==> config.mk <==
export PLATFORM = sky130hd
export DESIGN_NAME = pixel_color_tint_blend
export DESIGN_NICKNAME = d
export VERILOG_FILES = /design/src/hw/rtl/pctb_pkg.sv /design/src/hw/rtl/pctb_cfg.sv /design/src/hw/rtl/pctb_scale.sv /design/src/hw/rtl/pctb_layer.sv /design/src/hw/rtl/pixel_color_tint_blend.sv
export SDC_FILE = /design/constraint.sdc
export NUM_CORES = 2
export LEC_CHECK = 0
export ABC_AREA = 1
export ABC_CLOCK_PERIOD_IN_PS = 6700
export BUFFER_PORTS_ARGS = -buffer_cell sky130_fd_sc_hd__buf_2
export CAP_MARGIN = 20
export CORE_MARGIN = 2
export CORE_UTILIZATION = 55
export DETAILED_ROUTE_END_ITERATION = 16
export PLACE_DENSITY = 0.71
export SLEW_MARGIN = 20
export SYNTH_ARGS = -nofsm -noshare
export SYNTH_HDL_FRONTEND = slang
export SYNTH_SLANG_ARGS = --single-unit
==> constraint.sdc <==
create_clock -name clk -period 6.7 [get_ports clk]
set_clock_uncertainty 0.15 [all_clocks]
set_input_delay 0.67 -clock clk [delete_from_list [all_inputs] [get_ports clk]]
set_output_delay 0.67 -clock clk [all_outputs]
set_load 0.02 [all_outputs]
==> src/hw/rtl/pctb_pkg.sv <==
// Shared types, constants and the channel blend function for the pixel tint blender.
package pctb_pkg;

  localparam int TINT_LAYERS = 3;
  localparam int LAYER_SLOTS = 3;
  localparam int PIPE_LAT    = TINT_LAYERS + 1;

  localparam int CH_W        = 8;
  localparam int LEVEL_W     = 7;
  localparam int COLOR_W     = 24;
  localparam int LAYER_CNT_W = 2;
  localparam int CFG_IDX_W   = 3;
  localparam int CFG_DATA_W  = 24;

  localparam logic [LEVEL_W-1:0]     LEVEL_MAX      = 7'd100;
  localparam logic [CH_W-1:0]        FULL_ALPHA_MIN = 8'd250;
  localparam logic [CH_W-1:0]        BLEND_ONE      = 8'd128;
  localparam logic [LAYER_CNT_W-1:0] LAYER_LIMIT    = LAYER_CNT_W'(TINT_LAYERS);

  localparam logic [CFG_IDX_W-1:0] REG_L0_COLOR = 3'd0;
  localparam logic [CFG_IDX_W-1:0] REG_L0_LEVEL = 3'd1;
  localparam logic [CFG_IDX_W-1:0] REG_L1_COLOR = 3'd2;
  localparam logic [CFG_IDX_W-1:0] REG_L1_LEVEL = 3'd3;
  localparam logic [CFG_IDX_W-1:0] REG_L2_COLOR = 3'd4;
  localparam logic [CFG_IDX_W-1:0] REG_L2_LEVEL = 3'd5;
  localparam logic [CFG_IDX_W-1:0] REG_ACTIVE   = 3'd6;

  typedef struct packed {
    logic [LAYER_SLOTS-1:0][COLOR_W-1:0] color;
    logic [LAYER_SLOTS-1:0][LEVEL_W-1:0] level;
    logic [LAYER_CNT_W-1:0]              active;
  } pctb_cfg_t;

  typedef struct packed {
    logic                                valid;
    logic [CH_W-1:0]                     alpha;
    logic [CH_W-1:0]                     red;
    logic [CH_W-1:0]                     green;
    logic [CH_W-1:0]                     blue;
    logic [LAYER_CNT_W-1:0]              layers;
    logic [TINT_LAYERS-1:0][LEVEL_W-1:0] level;
  } pctb_pix_t;

  function automatic logic [CH_W-1:0] blend_ch(input logic [CH_W-1:0]    ch,
                                               input logic [CH_W-1:0]    tint,
                                               input logic [LEVEL_W-1:0] level);
    logic [CH_W-1:0]   wgt;
    logic [2*CH_W-1:0] p_src;
    logic [2*CH_W-1:0] p_tint;
    logic [2*CH_W-1:0] sum;
    wgt    = BLEND_ONE - {1'b0, level};
    p_src  = {{CH_W{1'b0}}, ch} * {{CH_W{1'b0}}, wgt};
    p_tint = {{(CH_W+1){1'b0}}, level} * {{CH_W{1'b0}}, tint};
    sum    = p_src + p_tint;
    return sum[CH_W+6:7];
  endfunction

endpackage

==> src/hw/rtl/pctb_cfg.sv <==
// Configuration register file with level saturation.
module pctb_cfg import pctb_pkg::*; (
  input  logic                  clk,
  input  logic                  rst_n,
  input  logic                  cfg_we,
  input  logic [CFG_IDX_W-1:0]  cfg_index,
  input  logic [CFG_DATA_W-1:0] cfg_data,
  output pctb_cfg_t             cfg
);

  pctb_cfg_t          cfg_r;
  pctb_cfg_t          cfg_nxt;
  logic [LEVEL_W-1:0] level_sat;

  assign level_sat = (cfg_data[LEVEL_W-1:0] > LEVEL_MAX) ? LEVEL_MAX : cfg_data[LEVEL_W-1:0];

  always_comb begin
    cfg_nxt = cfg_r;
    if (cfg_we) begin
      case (cfg_index)
        REG_L0_COLOR: cfg_nxt.color[0] = cfg_data[COLOR_W-1:0];
        REG_L0_LEVEL: cfg_nxt.level[0] = level_sat;
        REG_L1_COLOR: cfg_nxt.color[1] = cfg_data[COLOR_W-1:0];
        REG_L1_LEVEL: cfg_nxt.level[1] = level_sat;
        REG_L2_COLOR: cfg_nxt.color[2] = cfg_data[COLOR_W-1:0];
        REG_L2_LEVEL: cfg_nxt.level[2] = level_sat;
        REG_ACTIVE:   cfg_nxt.active   = cfg_data[LAYER_CNT_W-1:0];
        default: begin
          cfg_nxt = cfg_r;
        end
      endcase
    end
  end

  always_ff @(posedge clk) begin
    if (!rst_n) begin
      cfg_r <= '0;
    end else begin
      cfg_r <= cfg_nxt;
    end
  end

  assign cfg = cfg_r;

endmodule

==> src/hw/rtl/pctb_scale.sv <==
// Entry stage: captures the pixel and, for alpha below FULL_ALPHA_MIN, scales every layer level by alpha.
module pctb_scale import pctb_pkg::*; (
  input  logic            clk,
  input  logic            rst_n,
  input  logic            accept,
  input  logic [CH_W-1:0] alpha,
  input  logic [CH_W-1:0] red,
  input  logic [CH_W-1:0] green,
  input  logic [CH_W-1:0] blue,
  input  pctb_cfg_t       cfg,
  output pctb_pix_t       pix_o
);

  logic                   valid_r;
  pctb_pix_t              data_r;
  pctb_pix_t              data_nxt;
  logic [LAYER_CNT_W-1:0] n_layers;
  logic                   transparent;

  assign transparent = (alpha == '0);
  assign n_layers    = (cfg.active > LAYER_LIMIT) ? LAYER_LIMIT : cfg.active;

  always_comb begin
    logic [2*CH_W-2:0] prod;
    data_nxt.valid  = 1'b1;
    data_nxt.alpha  = alpha;
    // A transparent pixel leaves as all zeros, so no layer touches it.
    data_nxt.red    = transparent ? '0 : red;
    data_nxt.green  = transparent ? '0 : green;
    data_nxt.blue   = transparent ? '0 : blue;
    data_nxt.layers = transparent ? '0 : n_layers;
    for (int k = 0; k < TINT_LAYERS; k++) begin
      prod = {{(CH_W-1){1'b0}}, alpha} * {{(2*CH_W-1-LEVEL_W){1'b0}}, cfg.level[k]};
      data_nxt.level[k] = (alpha < FULL_ALPHA_MIN) ? prod[CH_W+LEVEL_W-1:CH_W] : cfg.level[k];
    end
  end

  always_ff @(posedge clk) begin
    if (!rst_n) begin
      valid_r <= 1'b0;
    end else begin
      valid_r <= accept;
    end
  end

  always_ff @(posedge clk) begin
    if (accept) begin
      data_r <= data_nxt;
    end
  end

  always_comb begin
    pix_o       = data_r;
    pix_o.valid = valid_r;
  end

endmodule

==> src/hw/rtl/pctb_layer.sv <==
// One blend stage: mixes a tint color into the three channels of a pixel that uses this layer.
module pctb_layer import pctb_pkg::*; (
  input  logic                   clk,
  input  logic                   rst_n,
  input  logic [LAYER_CNT_W-1:0] layer_idx,
  input  logic [COLOR_W-1:0]     color,
  input  logic [LEVEL_W-1:0]     level,
  input  pctb_pix_t              pix_i,
  output pctb_pix_t              pix_o
);

  logic      valid_r;
  pctb_pix_t data_r;
  pctb_pix_t data_nxt;
  logic      apply;

  assign apply = (pix_i.layers > layer_idx);

  always_comb begin
    data_nxt = pix_i;
    if (apply) begin
      data_nxt.red   = blend_ch(pix_i.red,   color[7:0],   level);
      data_nxt.green = blend_ch(pix_i.green, color[15:8],  level);
      data_nxt.blue  = blend_ch(pix_i.blue,  color[23:16], level);
    end
  end

  always_ff @(posedge clk) begin
    if (!rst_n) begin
      valid_r <= 1'b0;
    end else begin
      valid_r <= pix_i.valid;
    end
  end

  always_ff @(posedge clk) begin
    if (pix_i.valid) begin
      data_r <= data_nxt;
    end
  end

  always_comb begin
    pix_o       = data_r;
    pix_o.valid = valid_r;
  end

endmodule

==> src/hw/rtl/pixel_color_tint_blend.sv <==
// Top level of the alpha-weighted color tint blender.
// One ARGB pixel is taken in every clock cycle while busy is low (busy is high only during
// reset), and its tinted result appears on the out_ ports once the entry stage and every
// layer stage have registered it, marked by out_valid for exactly one cycle. The pipeline
// has one entry stage that scales the layer levels by alpha and one blend stage per tint
// layer; an unused layer stage passes the pixel through unchanged. Results cannot be held
// off, so the receiver must take each beat in the cycle it is shown. Configuration writes
// take effect at the next clock edge and should be made while no pixel is in flight.
module pixel_color_tint_blend import pctb_pkg::*; (
  input  logic                  clk,
  input  logic                  rst_n,
  input  logic                  start,
  output logic                  busy,
  input  logic [CH_W-1:0]       in_alpha,
  input  logic [CH_W-1:0]       in_red,
  input  logic [CH_W-1:0]       in_green,
  input  logic [CH_W-1:0]       in_blue,
  output logic                  out_valid,
  output logic [CH_W-1:0]       out_alpha,
  output logic [CH_W-1:0]       out_red,
  output logic [CH_W-1:0]       out_green,
  output logic [CH_W-1:0]       out_blue,
  input  logic                  cfg_we,
  input  logic [CFG_IDX_W-1:0]  cfg_index,
  input  logic [CFG_DATA_W-1:0] cfg_data
);

  pctb_cfg_t cfg;
  pctb_pix_t pix [TINT_LAYERS+1];
  logic      accept;

  assign busy   = ~rst_n;
  assign accept = start & ~busy;

  pctb_cfg u_cfg (
    .clk       (clk),
    .rst_n     (rst_n),
    .cfg_we    (cfg_we),
    .cfg_index (cfg_index),
    .cfg_data  (cfg_data),
    .cfg       (cfg)
  );

  pctb_scale u_scale (
    .clk    (clk),
    .rst_n  (rst_n),
    .accept (accept),
    .alpha  (in_alpha),
    .red    (in_red),
    .green  (in_green),
    .blue   (in_blue),
    .cfg    (cfg),
    .pix_o  (pix[0])
  );

  for (genvar k = 0; k < TINT_LAYERS; k++) begin : g_layer
    pctb_layer u_layer (
      .clk       (clk),
      .rst_n     (rst_n),
      .layer_idx (LAYER_CNT_W'(k)),
      .color     (cfg.color[k]),
      .level     (pix[k].level[k]),
      .pix_i     (pix[k]),
      .pix_o     (pix[k+1])
    );
  end

  assign out_valid = pix[TINT_LAYERS].valid;
  assign out_alpha = pix[TINT_LAYERS].alpha;
  assign out_red   = pix[TINT_LAYERS].red;
  assign out_green = pix[TINT_LAYERS].green;
  assign out_blue  = pix[TINT_LAYERS].blue;

endmodule

Yosys cells after proc, flatten, opt, wreduce, memory -nomap -nowiden
Index checks and enable logic that the tools add are counted.
W data, S select, Z words.
Word-level totals
  bits of input ports: 63
  output and inout port bits: 34
  bits in registers: 275
Cells by class
  eq/ne operators: 6
  add/sub/neg operators: 12
  $mul: 21
  bitwise gates (word level): 2
  order comparisons: 6
  mux-type cells: 8
  reduce and logical (&&, ||, !) cells: 9
Operator list (number)
  $add A15 B15 Y15: 9
  $mul A7 B8 Y15: 9
  $mul A8 B8 Y15: 9
  $mux W24: 3
  $mul A8 B7 Y15: 3
  $mux W7: 4
  $sub A8 B7 Y8 const A: 3
  $reduce_and A2 Y1: 7
  $eq A3 B3 Y1 const B: 3
  $logic_not A8 Y1: 1
  $lt A8 B8 Y1 const B: 1
  $gt A7 B7 Y1 const B: 1
  $eq A3 B2 Y1 const B: 2
  $gt A2 B1 Y1 const B: 2
  $gt A2 B2 Y1 const B: 2
  $eq A3 B1 Y1 const B: 1
  $logic_not A3 Y1: 1
  $mux W2: 1
  $and A1 B1 Y1: 1
  $not A1 Y1: 1

Longest topological paths before layout
  word-level depth: 4
  depth in mapped cells: 32
  gate-level depth less buffers: 31

Hierarchy
Synthesis repeated with hierarchy kept, for this count alone.
Second synthesis, totals
  cell total of the unflattened synthesis: 6996
  area, all modules: 54594.9 um2
By module, submodules not included
  pctb_layer (g_layer[1].u_layer): cells an instance 1860, sequential area each 1671.6 um2, area an instance 14438.8 um2, instances 1
  pctb_layer (g_layer[0].u_layer): cells an instance 1816, sequential area each 1671.6 um2, area an instance 14392.6 um2, instances 1
  pctb_layer (g_layer[2].u_layer): cells an instance 1830, sequential area each 1671.6 um2, area an instance 14292.5 um2, instances 1
  pctb_scale: cells an instance 1052, sequential area each 1671.6 um2, area an instance 7867.5 um2, instances 1
  pctb_cfg: cells an instance 433, sequential area each 1901.8 um2, area an instance 3584.7 um2, instances 1
  pixel_color_tint_blend: cells an instance 5, sequential area each 0.0 um2, area an instance 18.8 um2, instances 1

Worst setup path before layout
No wires, ideal clock.
  kind: register -> register
  start: reg g_layer[0].u_layer.data_r, in the netlist g_layer[0].u_layer.pix_o[7]
  end: reg g_layer[1].u_layer.data_r, in the netlist g_layer[1].u_layer.pix_o[33], data pin
  setup time: 0.267 ns
  slack: 0.576 ns
  stages on the path, launching flop included: 28
  arrival: 5.707 ns
  clock period less this slack: 6.124 ns
  data required time: 6.283 ns
  path through: edfxtp_1 clkbuf_1 inv_2 ha_1 inv_1 nor2_1 inv_1 o21ai_0 nand2_1 clkbuf_1 nor2_1 fa_1 inv_1 fa_1 inv_1 fa_1 fa_1 fa_1 inv_1 fa_1 inv_1 ha_1 a21oi_1 o21a_1 nand2_1 or2_2 nand3_1 o21ai_0
RTL lines
  start: declaration: line pctb_layer.sv:13  | pctb_pix_t data_r;
  start signal: assignment: line pctb_layer.sv:38  | data_r <= data_nxt;
  end signal: assignment: line pctb_layer.sv:38
  end: declaration: line pctb_layer.sv:13

==> results.txt <==
The number of antenna diodes in the final layout is 0. Across the VDD grid, the largest voltage drop is 0.551 mV. The hold path startpoint is start. The number of hold buffers added after CTS was 0. The via-per-instance ratio came out at 5.12.

The final weighted congestion of routability-driven global placement came out at 0.955. The detailed-routed wire length on met3 is 10400 um. The part of the Yosys area used for sequential elements came out at 13.9%.

The total number of vias is 41500. The minimum clock period after layout came out at 6.42 ns. The number of distinct library cell variants in the gate-level netlist after synthesis is 43.

The number of buffers and inverters on the critical path is 8. The initial utilization of the core area, before any placement, comes to 55.3%. The total die area is 0.0977 mm^2.

In the final routing, the length of wire on met1 measures 56500 um. The warning count from the yosys run came out at 0. The synthesized netlist net count is 8367. The static leakage power is 33.4 nW. Of all nets on the critical path, the largest fanout is 13.

The wire-length estimate of the detail-placed layout is 109000 um. TritonCTS built the clock tree. In the synthesized netlist the dominant register cell turns out to be edfxtp_1. The width of the die came out at 313 um. The total number of nets in the final design came out at 8314.

For this block, the initial DRC count from the detailed router was 3033. After routing the design area is 0.0552 mm^2. The power per cell area is 395 mW/mm^2. Clock latency on the worst-skew pair, taken at its later pin, is 0.62 ns. The number of endpoints with negative hold slack in the final report was 0. At the pin with the least slew margin, the transition time is 1.07 ns. The first TritonRoute pass finished after 8 iterations. The wire length on met2 came out at 63700 um. Global routing consumed, over all layers together, 28.9% of the routing resources.

In this run, CTS created clock tree buffers numbering 36. In this run the number of cells on the critical path is 26. The root buffer cell chosen for the clock tree is clkbuf_16. Setup total negative slack on the finished layout was measured at 0 ns. The required time of the critical path came out at 6.92 ns. The die extent in y is 313 um. The number of max-cap violations is 0.

The depth of the most critical reg-to-reg path is 26. The achievable clock frequency is 156 MHz. Entering global routing, the biggest net connects 65 pins. The hold path depth came out at 3. The top-level I/O count is 97.

The number of antenna violations at the first check in global routing is 2. At the worst endpoint, the arrival time is 6.64 ns. The category of the most critical setup path is flop to flop.

Counting flops with an async set or reset pin after synthesis yields a share of 0%. The tightest min-delay check is of the primary input to flop type. The wire length of the first global-routing pass came out at 223000 um. The fraction of final layout cells sized beyond drive strength 1 came out at 4.03%. In this design, the largest share of critical-path delay is due to adder cells. Tracing the worst setup path back leads to its startpoint at g_layer[0].u_layer.pix_o[7]. The critical register-to-register path startpoint is g_layer[0].u_layer.pix_o[7]. The flow ran to the end, and the final reports show no timing, DRC or antenna violations. The post-synthesis cell area is 0.0523 mm^2. The post-synthesis register bit count came out at 275. The number of instances in the synthesized netlist came out at 6855. The type of element launching the critical path is a flop. The final number of max-transition violations was 0. The placed instance area is 0.0539 mm^2. The final global-route overflow total is 0. The delay contributed by the slowest stage of the critical path is 0.54 ns.

The relative slew slack came out at 28.4%. Setup violations remaining at the end of the flow were counted as 0. The number of H-tree branching levels came out at 2. The number of remaining DRC errors is 0. Among the stages of the critical path, the cell type that occurs most often is fa_1. The clock transition at the registers of the reported paths came out at 0.06 ns.

The total power consumption of the routed design came out at 21.8 mW. The total of buffers placed on input and output ports is 96. The standard cell core area is 0.0947 mm^2. Yosys mapped a number of flops with a built-in enable equal to 176. The layout overhead on the synthesized area is 5.46%. The worst setup path is captured at a flop. Setup repair after global routing left no endpoint under its margin. The largest individual stage delay along the critical path comes from the cell fa_1.

The sink count of the clock tree came out at 275. The uppermost signal routing layer after detailed routing is met4. In this run the deepest clock path goes through 3 buffers. Dividing the final minimum period by the clock period gives 95.8%. The number of rows in the core area is 113. The total detailed-routing wirelength came out at 135000 um. The average wire length per cell after detail routing came out at 16.7 um.

The number of global-route vias before repair is 42400. The post-synthesis average cell area is 7.64 um^2. The remaining antenna violation count came out at 0.
through the flow:
stage          util, %  worst slack [ns]  hold slack (ns)  std cells
6_report          58.3             0.285            0.150       8095
5_1_grt           58.3           0.00372            0.170       8095
4_1_cts           58.2             0.224            0.124       8089
3_5_place_dp      56.9             0.242            0.255       8023
3_3_place_gp      56.9             0.338            0.251       8023
2_1_floorplan        -             0.576            0.250       6855
sequential cells by signal, summed over array words and instances, names as in the netlist:
signal                   cells
g_layer.u_layer.valid_r      3
u_cfg.cfg                   95
g_layer.u_layer.pix_o      121
u_scale.valid_r              1
u_scale.pix_o               55
cells in the mapped netlist (2+ instances only):
cell,count,area share (%)
o21a_1,6,0.086
nor3_1,12,0.11
a211oi_1,2,0.029
nand2_1,1611,12
or2_1,3,0.036
inv_1,1964,14
and2_1,4,0.048
ha_1,600,14
dfxtp_1,99,3.8
inv_2,9,0.065
o21ai_1,3,0.029
buf_2,24,0.23
nor4_1,2,0.024
xor2_1,17,0.28
a21oi_1,108,1.0
xnor2_1,31,0.52
nand3_1,160,1.5
clkbuf_1,217,1.6
nand4_1,24,0.29
a21o_1,7,0.10
fa_1,849,32
o21bai_1,21,0.30
o22ai_1,9,0.11
nor2_2,4,0.048
clkbuf_2,2,0.019
nand3b_1,28,0.40
buf_1,12,0.086
nand2_2,2,0.024
or2_2,16,0.19
nor2_1,653,4.7
a21boi_0,6,0.086
o21ai_0,164,1.6
edfxtp_1,176,10
worst reg2reg max path, cell delays in order, from the launching register on:
cell and delay, ns:
edfxtp_1 0.40, inv_2 0.09, buf_4 0.12, nand3_2 0.12, or2_1 0.25, nand2_1 0.26, buf_12 0.20, nor2_1 0.08
fa_1 0.54, inv_1 0.06, fa_1 0.51, inv_1 0.08, fa_1 0.49, fa_1 0.52, fa_1 0.51, inv_1 0.06
fa_1 0.49, inv_1 0.05, ha_1 0.33, a21oi_1 0.23, inv_1 0.08, nor2_1 0.12, nand2_1 0.09, nand2_1 0.10
nand3b_1 0.09, nand3_1 0.09, nand2_1 0.06
layer usage:
metal,vias to the layer above,track usage [%]
met5,-,0
met4,0,9.61
li1,19700,-
met3,256,4.19
met1,20000,38.7
met2,1449,48.3
final cells by class:
class	count	area, um^2
Multi-Input combinational cell	4350	36700
Clock buffer	51	1030
Timing Repair Buffer	166	1050
Clock inverter	15	174
Sequential cell	275	7270
Tap cell	1265	1580
Inverter	1973	7410
Fill cell	8697	39500
what timing repair did:
item / in CTS / in global routing
setup endpoints to repair: 0 / 45
resized for setup: 0 / 15
setup buffers: 0 / 6
cell families (layout without fill, tap and decap cells):
| kind of cell | count (synthesis) | after routing | synth area share, % |
|---|---|---|---|
| AND/OR/NAND/NOR | 2526 | 2526 | 19.1 |
| AO/OA/AOI/OAI | 327 | 327 | 3.35 |
| adder cells (fa/ha/maj) | 1449 | 1449 | 46.8 |
| XOR/XNOR | 48 | 48 | 0.803 |
| flip-flops | 275 | 275 | 13.9 |
| buffers and inverters | 2230 | 2205 | 16.1 |
placed cells by master, fill, tap and decap left out, drive strengths merged, types with 7 or more instances in the layout:
| cell type | instances |
|---|---|
| edfxtp | 176 |
| clkbuf | 51 |
| or2 | 19 |
| nand4 | 24 |
| inv | 1976 |
| nand2 | 1614 |
| xnor2 | 31 |
| a21oi | 108 |
| a21o | 7 |
| dfxtp | 99 |
| nand3b | 28 |
| fa | 849 |
| o22ai | 9 |
| buf | 166 |
| nand3 | 161 |
| o21bai | 21 |
| ha | 600 |
| nor2 | 658 |
| nor3 | 12 |
| xor2 | 17 |
| o21ai | 167 |
worst paths after layout:
| check | slack [ns] | endpoint |
|---|---|---|
| max | 0.28 | g_layer[1].u_layer.pix_o[27] |
| min | 0.15 | u_scale.valid_r |
| max reg2reg | 0.28 | g_layer[1].u_layer.pix_o[27] |
| min reg2reg | 0.25 | g_layer[0].u_layer.pix_o[7] |
where the power goes:
group / leakage [nW] / switching (mW) / internal [mW]
clock: 0.584 / 0.876 / 1.16
sequential: 2.45 / 0.374 / 2.20
combinational: 30.3 / 10.4 / 6.79
total: 33.4 / 11.6 / 10.2
Power figures use the tool's default switching activity.
